**src/hw/rtl/efr_pkg.sv**
```systemverilog
// shared constants, types and crc function for the escaped frame receiver
package efr_pkg;

    localparam int CAPACITY = 256;
    localparam int CNT_W    = $clog2(CAPACITY + 1);
    localparam int PL_W     = (CNT_W > 8) ? CNT_W : 8;

    localparam logic [7:0]  ESC_BYTE  = 8'hF1;
    localparam logic [7:0]  TERM_BYTE = 8'hF2;
    localparam logic [15:0] CRC_POLY  = 16'hA001;

    localparam logic [1:0] KIND_DATA = 2'd0;
    localparam logic [1:0] KIND_GOOD = 2'd1;
    localparam logic [1:0] KIND_ERR  = 2'd2;

    localparam int Q_DEPTH = 2;
    localparam int Q_AW    = $clog2(Q_DEPTH);
    localparam int Q_CW    = $clog2(Q_DEPTH + 1);

    typedef struct packed {
        logic       term;
        logic [7:0] data;
    } efr_op_t;

    // reflected crc-16 step for one byte, table entry form
    function automatic logic [15:0] crc_fold(logic [15:0] crc, logic [7:0] b);
        logic [15:0] c;
        c = {8'h00, crc[7:0] ^ b};
        for (int i = 0; i < 8; i++) begin
            if (c[0]) begin
                c = (c >> 1) ^ CRC_POLY;
            end else begin
                c = c >> 1;
            end
        end
        return c ^ {8'h00, crc[15:8]};
    endfunction

endpackage

```
**src/hw/rtl/escaped_frame_receiver_crc16.sv**
```systemverilog
// top level of the escaped frame receiver with crc-16 check
// a result passes through the queue and then the result register after the byte that causes it is accepted
// throughput: one byte per cycle while the queue is not full, set by the single-step crc update in the back end
// the two-entry queue lets the front end keep taking bytes while a result waits
// reset: synchronous active-low aresetn clears escape state, queue, frame count and crc
// no clearing pass; the block accepts bytes in the first cycle after reset
module escaped_frame_receiver_crc16 (
    input  logic        aclk,
    input  logic        aresetn,
    input  logic        s_valid,
    output logic        s_ready,
    input  logic [7:0]  s_rx_byte,
    output logic        m_valid,
    input  logic        m_ready,
    output logic [1:0]  m_kind,
    output logic [7:0]  m_data_byte,
    output logic        m_is_command,
    output logic [7:0]  m_payload_length,
    output logic [15:0] m_received_crc
);
    import efr_pkg::*;

    logic    q_full;
    logic    q_push;
    efr_op_t q_in;
    logic    q_valid;
    efr_op_t q_out;
    logic    q_pop;

    efr_front u_front (
        .aclk      (aclk),
        .aresetn   (aresetn),
        .s_valid   (s_valid),
        .s_ready   (s_ready),
        .s_rx_byte (s_rx_byte),
        .q_full    (q_full),
        .q_push    (q_push),
        .q_op      (q_in)
    );

    efr_queue u_queue (
        .aclk     (aclk),
        .aresetn  (aresetn),
        .push     (q_push),
        .push_op  (q_in),
        .full     (q_full),
        .pop      (q_pop),
        .op_valid (q_valid),
        .op       (q_out)
    );

    efr_back u_back (
        .aclk             (aclk),
        .aresetn          (aresetn),
        .op_valid         (q_valid),
        .op               (q_out),
        .op_ready         (q_pop),
        .m_valid          (m_valid),
        .m_ready          (m_ready),
        .m_kind           (m_kind),
        .m_data_byte      (m_data_byte),
        .m_is_command     (m_is_command),
        .m_payload_length (m_payload_length),
        .m_received_crc   (m_received_crc)
    );

endmodule

```
**src/hw/rtl/efr_front.sv**
```systemverilog
// front end: strips escapes and classifies each byte as data or terminator
module efr_front (
    input  logic            aclk,
    input  logic            aresetn,
    input  logic            s_valid,
    output logic            s_ready,
    input  logic [7:0]      s_rx_byte,
    input  logic            q_full,
    output logic            q_push,
    output efr_pkg::efr_op_t q_op
);
    import efr_pkg::*;

    logic escape_reg;
    logic escape_next;
    logic accept;
    logic is_esc;

    assign s_ready = !q_full;
    assign accept  = s_valid && s_ready;
    assign is_esc  = !escape_reg && (s_rx_byte == ESC_BYTE);

    // an escape byte itself never reaches the queue
    assign q_push       = accept && !is_esc;
    assign q_op.term    = !escape_reg && (s_rx_byte == TERM_BYTE);
    assign q_op.data    = s_rx_byte;

    always_comb begin
        escape_next = escape_reg;
        if (accept) begin
            escape_next = is_esc;
        end
    end

    always_ff @(posedge aclk) begin
        if (!aresetn) begin
            escape_reg <= 1'b0;
        end else begin
            escape_reg <= escape_next;
        end
    end

endmodule

```
**src/hw/rtl/efr_queue.sv**
```systemverilog
// short request queue between front end and back end
module efr_queue (
    input  logic             aclk,
    input  logic             aresetn,
    input  logic             push,
    input  efr_pkg::efr_op_t push_op,
    output logic             full,
    input  logic             pop,
    output logic             op_valid,
    output efr_pkg::efr_op_t op
);
    import efr_pkg::*;

    efr_op_t           mem [Q_DEPTH];
    logic [Q_AW-1:0]   wr_ptr_reg, wr_ptr_next;
    logic [Q_AW-1:0]   rd_ptr_reg, rd_ptr_next;
    logic [Q_CW-1:0]   count_reg,  count_next;
    logic              do_push, do_pop;

    assign full     = (count_reg == Q_CW'(Q_DEPTH));
    assign op_valid = (count_reg != '0);
    assign op       = mem[rd_ptr_reg];
    assign do_push  = push && !full;
    assign do_pop   = pop && op_valid;

    always_comb begin
        wr_ptr_next = wr_ptr_reg;
        rd_ptr_next = rd_ptr_reg;
        count_next  = count_reg;
        if (do_push) begin
            wr_ptr_next = (wr_ptr_reg == Q_AW'(Q_DEPTH - 1)) ? '0 : wr_ptr_reg + 1'b1;
        end
        if (do_pop) begin
            rd_ptr_next = (rd_ptr_reg == Q_AW'(Q_DEPTH - 1)) ? '0 : rd_ptr_reg + 1'b1;
        end
        unique case ({do_push, do_pop})
            2'b10:   count_next = count_reg + 1'b1;
            2'b01:   count_next = count_reg - 1'b1;
            default: count_next = count_reg;
        endcase
    end

    always_ff @(posedge aclk) begin
        if (do_push) begin
            mem[wr_ptr_reg] <= push_op;
        end
    end

    always_ff @(posedge aclk) begin
        if (!aresetn) begin
            wr_ptr_reg <= '0;
            rd_ptr_reg <= '0;
            count_reg  <= '0;
        end else begin
            wr_ptr_reg <= wr_ptr_next;
            rd_ptr_reg <= rd_ptr_next;
            count_reg  <= count_next;
        end
    end

endmodule

```
**src/hw/rtl/efr_back.sv**
```systemverilog
// back end: frame store count, held crc bytes, running crc and result register
module efr_back (
    input  logic             aclk,
    input  logic             aresetn,
    input  logic             op_valid,
    input  efr_pkg::efr_op_t op,
    output logic             op_ready,
    output logic             m_valid,
    input  logic             m_ready,
    output logic [1:0]       m_kind,
    output logic [7:0]       m_data_byte,
    output logic             m_is_command,
    output logic [7:0]       m_payload_length,
    output logic [15:0]      m_received_crc
);
    import efr_pkg::*;

    logic [CNT_W-1:0] count_reg, count_next;
    logic [15:0]      crc_reg,   crc_next;
    logic [7:0]       older_reg, older_next;
    logic [7:0]       newer_reg, newer_next;

    logic             m_valid_reg, m_valid_next;
    logic [1:0]       kind_reg,  kind_next;
    logic [7:0]       data_reg,  data_next;
    logic             cmd_reg,   cmd_next;
    logic [7:0]       plen_reg,  plen_next;
    logic [15:0]      rxcrc_reg, rxcrc_next;

    logic             take;
    logic [15:0]      rx_crc;
    logic [PL_W-1:0]  plen_full;
    logic [7:0]       plen_sat;

    assign op_ready  = !m_valid_reg || m_ready;
    assign take      = op_valid && op_ready;
    assign rx_crc    = {newer_reg, older_reg};
    assign plen_full = PL_W'(count_reg) - PL_W'(3);
    assign plen_sat  = (plen_full > PL_W'(255)) ? 8'hFF : plen_full[7:0];

    always_comb begin
        count_next   = count_reg;
        crc_next     = crc_reg;
        older_next   = older_reg;
        newer_next   = newer_reg;
        m_valid_next = m_valid_reg && !m_ready;
        kind_next    = kind_reg;
        data_next    = data_reg;
        cmd_next     = cmd_reg;
        plen_next    = plen_reg;
        rxcrc_next   = rxcrc_reg;
        if (take) begin
            m_valid_next = 1'b0;
            if (op.term) begin
                // frames shorter than three bytes vanish without a verdict
                if (count_reg >= CNT_W'(3)) begin
                    m_valid_next = 1'b1;
                    kind_next    = (rx_crc == crc_reg) ? KIND_GOOD : KIND_ERR;
                    data_next    = '0;
                    cmd_next     = 1'b0;
                    plen_next    = plen_sat;
                    rxcrc_next   = rx_crc;
                end
                count_next = '0;
                crc_next   = '0;
            end else if (count_reg != CNT_W'(CAPACITY)) begin
                // the oldest held byte leaves once two newer ones are behind it
                if (count_reg >= CNT_W'(2)) begin
                    m_valid_next = 1'b1;
                    kind_next    = KIND_DATA;
                    data_next    = older_reg;
                    cmd_next     = (count_reg == CNT_W'(2));
                    plen_next    = '0;
                    rxcrc_next   = '0;
                    crc_next     = crc_fold(crc_reg, older_reg);
                end
                older_next = newer_reg;
                newer_next = op.data;
                count_next = count_reg + 1'b1;
            end
        end
    end

    always_ff @(posedge aclk) begin
        if (!aresetn) begin
            count_reg   <= '0;
            crc_reg     <= '0;
            m_valid_reg <= 1'b0;
        end else begin
            count_reg   <= count_next;
            crc_reg     <= crc_next;
            m_valid_reg <= m_valid_next;
        end
    end

    always_ff @(posedge aclk) begin
        older_reg <= older_next;
        newer_reg <= newer_next;
        kind_reg  <= kind_next;
        data_reg  <= data_next;
        cmd_reg   <= cmd_next;
        plen_reg  <= plen_next;
        rxcrc_reg <= rxcrc_next;
    end

    assign m_valid          = m_valid_reg;
    assign m_kind           = kind_reg;
    assign m_data_byte      = data_reg;
    assign m_is_command     = cmd_reg;
    assign m_payload_length = plen_reg;
    assign m_received_crc   = rxcrc_reg;

endmodule

```
**config.mk**
```make
export PLATFORM = sky130hd
export DESIGN_NAME = escaped_frame_receiver_crc16
export DESIGN_NICKNAME = d
export VERILOG_FILES = /design/src/hw/rtl/efr_pkg.sv /design/src/hw/rtl/escaped_frame_receiver_crc16.sv /design/src/hw/rtl/efr_front.sv /design/src/hw/rtl/efr_queue.sv /design/src/hw/rtl/efr_back.sv
export SDC_FILE = /design/constraint.sdc
export NUM_CORES = 1
export LEC_CHECK = 0
export BUFFER_PORTS_ARGS = -buffer_cell sky130_fd_sc_hd__buf_4
export CORE_UTILIZATION = 58
export DETAILED_ROUTE_END_ITERATION = 10
export GPL_TIMING_DRIVEN = 0
export PLACE_DENSITY = 0.79
export SLEW_MARGIN = 0
export SYNTH_ARGS = -nofsm -noshare
export SYNTH_HDL_FRONTEND = slang
export SYNTH_SLANG_ARGS = --single-unit
export TNS_END_PERCENT = 50
```
**constraint.sdc**
```tcl
create_clock -name aclk -period 3.45 [get_ports aclk]
set_input_delay 0.1725 -clock aclk [delete_from_list [all_inputs] [get_ports aclk]]
set_output_delay 0.1725 -clock aclk [all_outputs]
set_load 0.01 [all_outputs]
```
## Word level (Yosys, flattened, before mapping)

Memory sizes are Yosys's and may differ from the RTL's. A register that Yosys moved wholly into a read port is not among the register bits.
Index checks and enable logic that the tools add are counted.

- Register bits after elaboration: 82
- RAM bits: 18
- Bits of input ports: 12
- Memories kept: 1

Memories:

| name | words | width | rd ports | clocked after Yosys merged registers in | write ports | line | RTL |
|---|---|---|---|---|---|---|---|
| u_queue.mem | 2 | 9 | 1 | 1 | 1 | efr_queue.sv:14 | `efr_op_t mem [Q_DEPTH];` |

- $add $sub $neg: 6
- Magnitude comparators: 3
- Equal/unequal tests: 9
- Mux-type cells: 79
- Bitwise gates (word level): 11
- Reduce and logical (&&, ||, !) cells: 21

Operators by type and width:

| cell | count |
|---|---|
| $mux 16 | 47 |
| $mux 8 | 9 |
| $not 2->3 | 7 |
| $ge 9x2->1 const B | 2 |
| $mux 9 | 2 |
| $eq 16x16->1 | 1 |
| $eq 8x8->1 const B | 2 |
| $xor 16x8->16 | 1 |
| $mux 1 | 15 |
| $mux 2 | 5 |
| $add 9x1->9 const B | 1 |
| $eq 9x2->1 const B | 1 |
| $gt 9x8->1 const B | 1 |
| $ne 9x9->1 const B | 1 |
| $sub 9x2->9 const B | 1 |
| $reduce_bool 2->1 | 4 |
| $xor 8x8->8 | 1 |
| $logic_and 1x1->1 | 7 |
| $reduce_and 3->1 | 2 |
| $logic_not 1->1 | 5 |
| $eq 2x2->1 const B | 2 |
| $pmux 2 s2 | 1 |
| $reduce_and 4->1 | 1 |
| $not 1->3 | 1 |
| other kinds (8) | 9 |

## Longest topological paths before layout

Gate-level depths: netlist (run 1).

- Word-level depth: 53
- Mapped depth: 10
- Mapped depth without buffers: 8

## Cells and area by module

Synthesis (run 1) repeated with hierarchy kept, for this count alone.

- Cell total of the unflattened synthesis: 358
- Area, all modules: 4506.8 µm²

By module, submodules not included:

| module | instances | cells each | area each (µm²) | seq. area each (µm²) |
|---|---|---|---|---|
| efr_back | 1 | 286 | 3468.3 | 2052.0 |
| efr_queue | 1 | 54 | 885.8 | 640.6 |
| efr_front | 1 | 18 | 152.6 | 20.0 |

## Worst setup path before layout (run 1)

Ideal clock, no wire load.

- Path kind: reg-to-reg
- Start point: reg u_back.count_reg[0]
- End point: reg u_back.data_reg[0] (netlist: u_back.m_data_byte[0]) (enable)
- Library setup time: 0.390 ns
- Arrival time: 2.214 ns
- Required time: 3.060 ns
- Path slack: 0.847 ns
- Stages on the path, launching flop included: 10
- Path buffers: 2
- Period minus slack after synthesis: 2.603 ns
- Cells stage by stage: dfxtp_1 > clkbuf_1 > inv_1 > ha_1 > nand2_1 > a21oi_1 > a21o_1 > buf_2 > a31o_2 > inv_1

- Cells in the longest elaborated chain, start to end: 3
- Elaborated cells between the ends (all ways): 7
- Classes of those cells: order compare (2); eq/ne (2); reduce/logical (3)

Ends and longest elaborated chain:

| element | line | RTL |
|---|---|---|
| start: declaration | efr_back.sv:18 | `logic [CNT_W-1:0] count_reg, count_next;` |
| start signal: assignment | efr_back.sv:90 | `count_reg <= count_next;` |
| $ge 9x2->1, or another cell as far along | efr_back.sv:56 | `if (count_reg >= CNT_W'(3)) begin` |
| $ne 2x1->1 (no source line) / $reduce_bool 2->1 (equally long branches) | n/a |  |
| $reduce_and 4->1 (no source line) (*) | n/a |  |
| end signal: assignment | efr_back.sv:100 | `data_reg <= data_next;` |
| end: declaration | efr_back.sv:25 | `logic [7:0] data_reg, data_next;` |

Every way passes the cells marked *; elsewhere a longest branch is shown, timed or not.
A chain may end at the register's enable or synchronous reset.

## Worst setup path in the final report (run 1)

- Start point: reg u_back.count_reg[0]
- End point: reg u_back.rxcrc_reg[7] (netlist: u_back.m_received_crc[7]) (enable)

- Cells in the longest elaborated chain, start to end: 3
- Elaborated cells between the ends (all ways): 7
- Classes of those cells: order compare (2); eq/ne (2); reduce/logical (3)

Ends and longest elaborated chain:

| element | line | RTL |
|---|---|---|
| $ge 9x2->1, or another cell as far along | efr_back.sv:56 |  |
| $ne 2x1->1 (no source line) / $reduce_bool 2->1 (equally long branches) | n/a |  |
| $reduce_and 4->1 (no source line) (*) | n/a |  |
| end signal: assignment | efr_back.sv:103 | `rxcrc_reg <= rxcrc_next;` |
| end: declaration | efr_back.sv:28 | `logic [15:0] rxcrc_reg, rxcrc_next;` |

Marks and branches as above.

==> flow_summary.toml, run 1 <==
[outcome]
status = "finished, final reports clean"

[sta]
holdWs_ps = 23.96
period_share_pct = 89.45
fmaxAchievable_mhz = 324.0
hold_viol_final = 0
worst_slack_ps = 364.0
rsz0062_at_grt = "no"
setup_violations = 0
slew_violations = 0
worstMarginPinSlew_ps = 1297
fin_crit_ps = 3086
slew_headroom_pct = 13.45
finClkSkew_ps = 6.069
setup_tns_ps = 0

[synth]
synthFlopType = "edfxtp_1"
synth_cells = 342
synthMuxAreaShare_pct = 2.656
synth.top_cells.by_count = "69 x edfxtp_1, 32 x dfxtp_1, 28 x nor2_1, 24 x and2_1, 19 x xnor2_1"
ys_ff_latch = 101
synth-compound-area-share_pct = 8.343
synth_adder_area_share_pct = 2.309
ys_types = 48
ys_async_sr_fraction_pct = 0
yosysMostFrequentCell = "edfxtp_1"
synth_top_area_share_pct = 47.81
postSynthAreaPerCell_sq_um = 12.67
netlist_area_sq_um = 4334
synth-xor-area-share_pct = 8.054
synth_area_leaders = "edfxtp_1 48%, dfxtp_1 15%, xnor2_1 3.8%"
synth_seq_area_share_pct = 62.59
yosysWarnings = 0
synth_edf_count = 69
synth_nets = 362
yosys.area_share.simple_pct = 12.85
synth_top_family_by_area = "simple AND/OR/NAND/NOR gates"
synth_top_area_cell = "edfxtp_1"

[global_route]
grt_max_degree = 36
antenna_found_initial = 0
grt_pass1_wl_mm = 12.28
first_global_vias = 2580
grtUsageTotal_pct = 21.42
grt_overflow = 0

[layout]
num_antenna_cells = 0
area_growth_pct = 16.48
drive_above_1_share_pct = 20.58
layout.cells.non_filler = 512
largest_register_ffs = 18
finalNetCount = 428
fillCellCount = 521

[worst_hold_path]
min_path_type = "in -> reg"

[drt]
post_drt_wl_per_cell_um = 14.90
drt-initial-drc-count = 179
drc = 0
antenna_left = 0
vias = 2767
routed_wirelength_mm = 7.628
drt_pre_antenna_iters = 5
viasPerCell = 5.404

[floorplanning]
die_area_sq_um = 7823
io-pin-count = 49
num_rows = 31
die_h_um = 88.45
die_x_um = 88.45
start_util_pct = 59.76
coreArea_sq_um = 7253

[place]
dp_hpwl_mm = 5.266
gp_congestion = 0.8898
port_buffers = 48
dp.cells = 489
dp_slack_ps = 339.0

[clocking]
h-tree-depth = 3
cts_tree = "done"
clock_latency_ps = 360
clkSinkCount = 101
cts_made_buffers = 9
clockBufferDepth = 2
ctsResizeCount = 0
clock-root-buffer = "clkbuf_8"
path_clk_slew_ps = 90

[run]
max-cap-violations = 0

[setup_path]
critPathLaunchType = "flip-flop"
crit_fanout = 35
arrival_ps = 3070
crit_path_end_kind = "flip-flop"
required_ps = 3430
crit_type = "reg -> reg"

[pwr]
p_per_area_nw_per_um2 = 699.0
leakagePower_uw = 0.001913
finalPower_uw = 3529
vdd_drop_max_mv = 0.4402
[report_power, final]
group	switching, uW	internal, uW	total (uW)
logic	642	514	1160
clock network	382	262	645
registers	113	1610	1730
[final timing paths]
path                        from                       end  slack, ps  cells past startpoint
max          u_back.count_reg[0]  u_back.m_received_crc[7]        360                      9
max reg2reg  u_back.count_reg[0]  u_back.m_received_crc[7]        360                      9
min                 s_rx_byte[0]         u_queue.mem[1][0]         20                      1
min reg2reg    u_back.crc_reg[7]         u_back.crc_reg[7]        480                      2
[layer usage]
| metal | vias to the layer above | routed length, um | GRT usage, % |
|---|---|---|---|
| met3 | 10 | 329 | 5.597 |
| met4 | 0 | 108 | 8.211 |
| li1 | 1360 | - | - |
| met1 | 1327 | 3444 | 27.33 |
| met2 | 70 | 3746 | 35.24 |
| met5 | - | 0 | 0 |
[layout by cell type (no fill, tap or decap), types with 2 or more instances in the layout]
cell type,synthesis,routed
nand3_1,8,8
a311oi_1,2,2
buf_4,2,50
xnor3_1,2,2
clkbuf_2,2,2
dlygate4sd3_1,0,7
nor3b_1,2,2
nand2_1,11,11
a31oi_1,4,4
buf_2,4,4
xnor2_1,19,19
clkbuf_8,0,9
nor2b_1,2,2
a21o_1,2,2
mux2_2,8,8
and2_1,24,24
a2bb2oi_1,3,3
clkbuf_1,7,10
xor2_1,13,13
nand4_1,3,3
or3_1,10,10
or2_2,2,2
edfxtp_1,69,69
nor2_1,28,28
a211oi_1,2,2
buf_6,2,2
inv_1,11,11
ha_1,8,8
nor3_1,9,9
o211ai_1,2,2
nand2b_1,2,2
dfxtp_1,32,32
o21ai_0,3,3
a22oi_1,12,12
a21oi_1,17,17
[what timing repair did]
action	in CTS	in global routing
hold endpoints to repair	12	2
setup buffers	0	0
hold buffers	6	1
[cell type report]
cell class	count	area [sq um]	share of cell area (%)
inverter	12	45.04	0.8922
clock inverter	4	25.02	0.4957
sequential	101	2713	53.73
multi-input combinational	212	1483	29.37
timing repair buffer	55	430.4	8.525
clock buffer	12	135.1	2.677
tap	99	123.9	2.454
buffer	17	93.84	1.859
[metrics by stage]
stage / area [sq um] / utilization, %
3_5_place_dp: 4818 / 66.43
3_3_place_gp: 4818 / 66.43
4_1_cts: 5039 / 69.47
6_report: 5049 / 69.60
5_1_grt: 5049 / 69.60
2_1_floorplan: 4334 / -
[cell families after synthesis]
group                    count (synthesis)
adder cells (fa/ha/maj)                  8
AO/OA/AOI/OAI                           53
multiplexers                            10
buffers and inverters                   29
XOR/XNOR                                35
flip-flops                             101
AND/OR/NAND/NOR                        106
[worst max-delay path: stages, from the launching register on]
cell and delay [ps]:
dfxtp_1 340, clkbuf_1 300, inv_1 130, ha_1 230
nand2_1 120, a21oi_1 80, a21o_1 150, buf_2 180
a31o_2 250, inv_1 930
Note: power is estimated with default switching activity, not from simulation.
==> inputs of run 2 (changes only) <==
Settings changed: BUFFER_PORTS_ARGS -buffer_cell sky130_fd_sc_hd__buf_4 to -buffer_cell sky130_fd_sc_hd__clkbuf_2.
==> flow_summary.toml, run 2 (synthesis gave the netlist of run 1 again) <==
[sta]
worstMarginPinSlew_ps = 934.8
fin_crit_ps = 2841
setup_violations = 0
finClkSkew_ps = 11.59
hold_viol_final = 0
fmaxAchievable_mhz = 352.0
setup_tns_ps = 0
slew_violations = 0
rsz0062_at_grt = "no"
period_share_pct = 82.34
slew_headroom_pct = 35.90

[place]
port_buffers = 48
dp_hpwl_mm = 5.333
placed_cell_area_sq_um = 4698
gp_congestion = 0.8693

[global_route]
grt_pass1_wl_mm = 12.09
antenna_found_initial = 0
first_global_vias = 2537
grtUsageTotal_pct = 20.87
grt_overflow = 0
grt_max_degree = 36

[drt]
antenna_left = 0
vias = 2777
viasPerCell = 5.467
routed_wirelength_mm = 7.594
drt_pre_antenna_iters = 7
drt-initial-drc-count = 186
post_drt_wl_per_cell_um = 14.95
drc = 2

[setup_path]
crit_fanout = 24
crit_slowest_cell = "dfxtp_1"
reg2reg_depth = 10
arrival_ps = 2960
critPathLaunchType = "flip-flop"
rrSetupSlack_ps = 610
cpLargestDelayFamily = "buffers and inverters"
cp.buffers_inverters = 5
path_cells = "clkbuf_1 > inv_1 > ha_1 > or3_1 > a21oi_1 > a21o_1 > buf_2 > a31o_2 > inv_1 > buf_16"
rr_startpoint = "u_back.count_reg[0]"
rr_endpoint = "u_back.m_data_byte[7]"
slowest_delay_ps = 360
crit_path_end_kind = "flip-flop"
crit_type = "reg -> reg"
required_ps = 3570
cp_common_cell = "inv_1"

[floorplanning]
die_x_um = 88.45
coreArea_sq_um = 7253
start_util_pct = 59.76
num_rows = 31
io-pin-count = 49
die_area_sq_um = 7823
die_h_um = 88.45

[run]
max-cap-violations = 0

[clocking]
path_clk_slew_ps = 100
clkSinkCount = 101
clock-root-buffer = "clkbuf_8"
post-cts-setup-buffer-count = 0
h-tree-depth = 3
cts_made_buffers = 9
clockBufferDepth = 2
clock_latency_ps = 360
cts_tree = "done"

[layout]
largest_register_ffs = 18
mostFrequentLayoutCell = "edfxtp_1"
fillCellCount = 535
area_growth_pct = 14.20
num_antenna_cells = 0
final_cell_mix = "69 x edfxtp_1, 50 x clkbuf_2, 32 x dfxtp_1"
finalNetCount = 424
drive_above_1_share_pct = 22.00
fin_area_sq_um = 4950

[outcome]
violations = "design-rule violations"
status = "complete, but fails checks"

[worst_hold_path]
min_path_type = "in -> reg"
holdPathEnd = "u_queue.mem[1][2]"
hp-start = "s_rx_byte[2]"
whs_path_depth = 1

[pwr]
leakagePower_uw = 0.001896
vdd_drop_max_mv = 0.4319
p_per_area_nw_per_um2 = 728.5
[run 2: cell count changes in the layout (fill, tap and decap cells not counted)]
cell           before  now
inv_8               0    1
inv_6               1    2
bufinv_16           0    1
dlygate4sd3_1       7    2
buf_4              50    2
clkinv_4            0    1
clkinv_1            1    0
clkbuf_2            2   50
clkbuf_1           10    7
buf_16              0    1
[run 2: area by class of cell]
type                    instances  area (sq um)  share of cell area, %
clock inverters                 7         80.08                  1.618
well taps                      99         123.9                  2.503
multi-input cells             212          1483                  29.95
inverters                      12         45.04                 0.9100
clock buffers                   9         123.9                  2.503
repair buffers                 51         287.8                  5.814
plain buffers                  17         93.84                  1.896
flip-flops and latches        101          2713                  54.80
[run 2: repair_timing]
| item | 4_1_cts | 5_1_grt |
|---|---|---|
| endpoints found under the hold margin | 1 | 2 |
| gates resized for setup | 0 | 0 |
| hold buffers | 1 | 1 |
[run 2: worst max path at each step]
stage | from | end | cells after the start
2_1_floorplan | u_back.count_reg[0] | u_back.m_data_byte[0] | 9
3_3_place_gp | u_back.count_reg[0] | u_back.m_data_byte[5] | 9
3_5_place_dp | u_back.count_reg[0] | u_back.m_data_byte[4] | 9
4_1_cts | u_back.count_reg[0] | u_back.m_received_crc[10] | 9
5_1_grt | u_back.count_reg[0] | u_back.m_received_crc[2] | 10
6_report | u_back.count_reg[0] | u_back.m_data_byte[7] | 10
[run 2: stage by stage]
stage	utilization, %	hold WS (ps)	setup WS [ps]	std cells	total power, uW
after floorplan	-	271.4	846.6	342	2535
after global placement	64.77	371.9	399.0	489	2813
after detailed placement	64.77	378.5	315.1	489	2857
after CTS	67.72	1.739	287.6	506	3606
after global routing	68.24	1.225	481.0	508	3804
final	68.24	17.63	609.2	508	3606
[run 2: routing by layer]
layer	track usage, %	wire (um)
met2	33.43	3741
met5	0	0
met1	27.50	3336
met3	4.291	392
met4	9.531	124
[run 2: power breakdown]
group          internal (uW)  leakage, uW  switching (uW)  total, uW
logic                    483     0.000893             643       1130
registers               1610     0.000901             111       1720
clock network            346     0.000102             414        760
total                   2440      0.00190            1170       3610
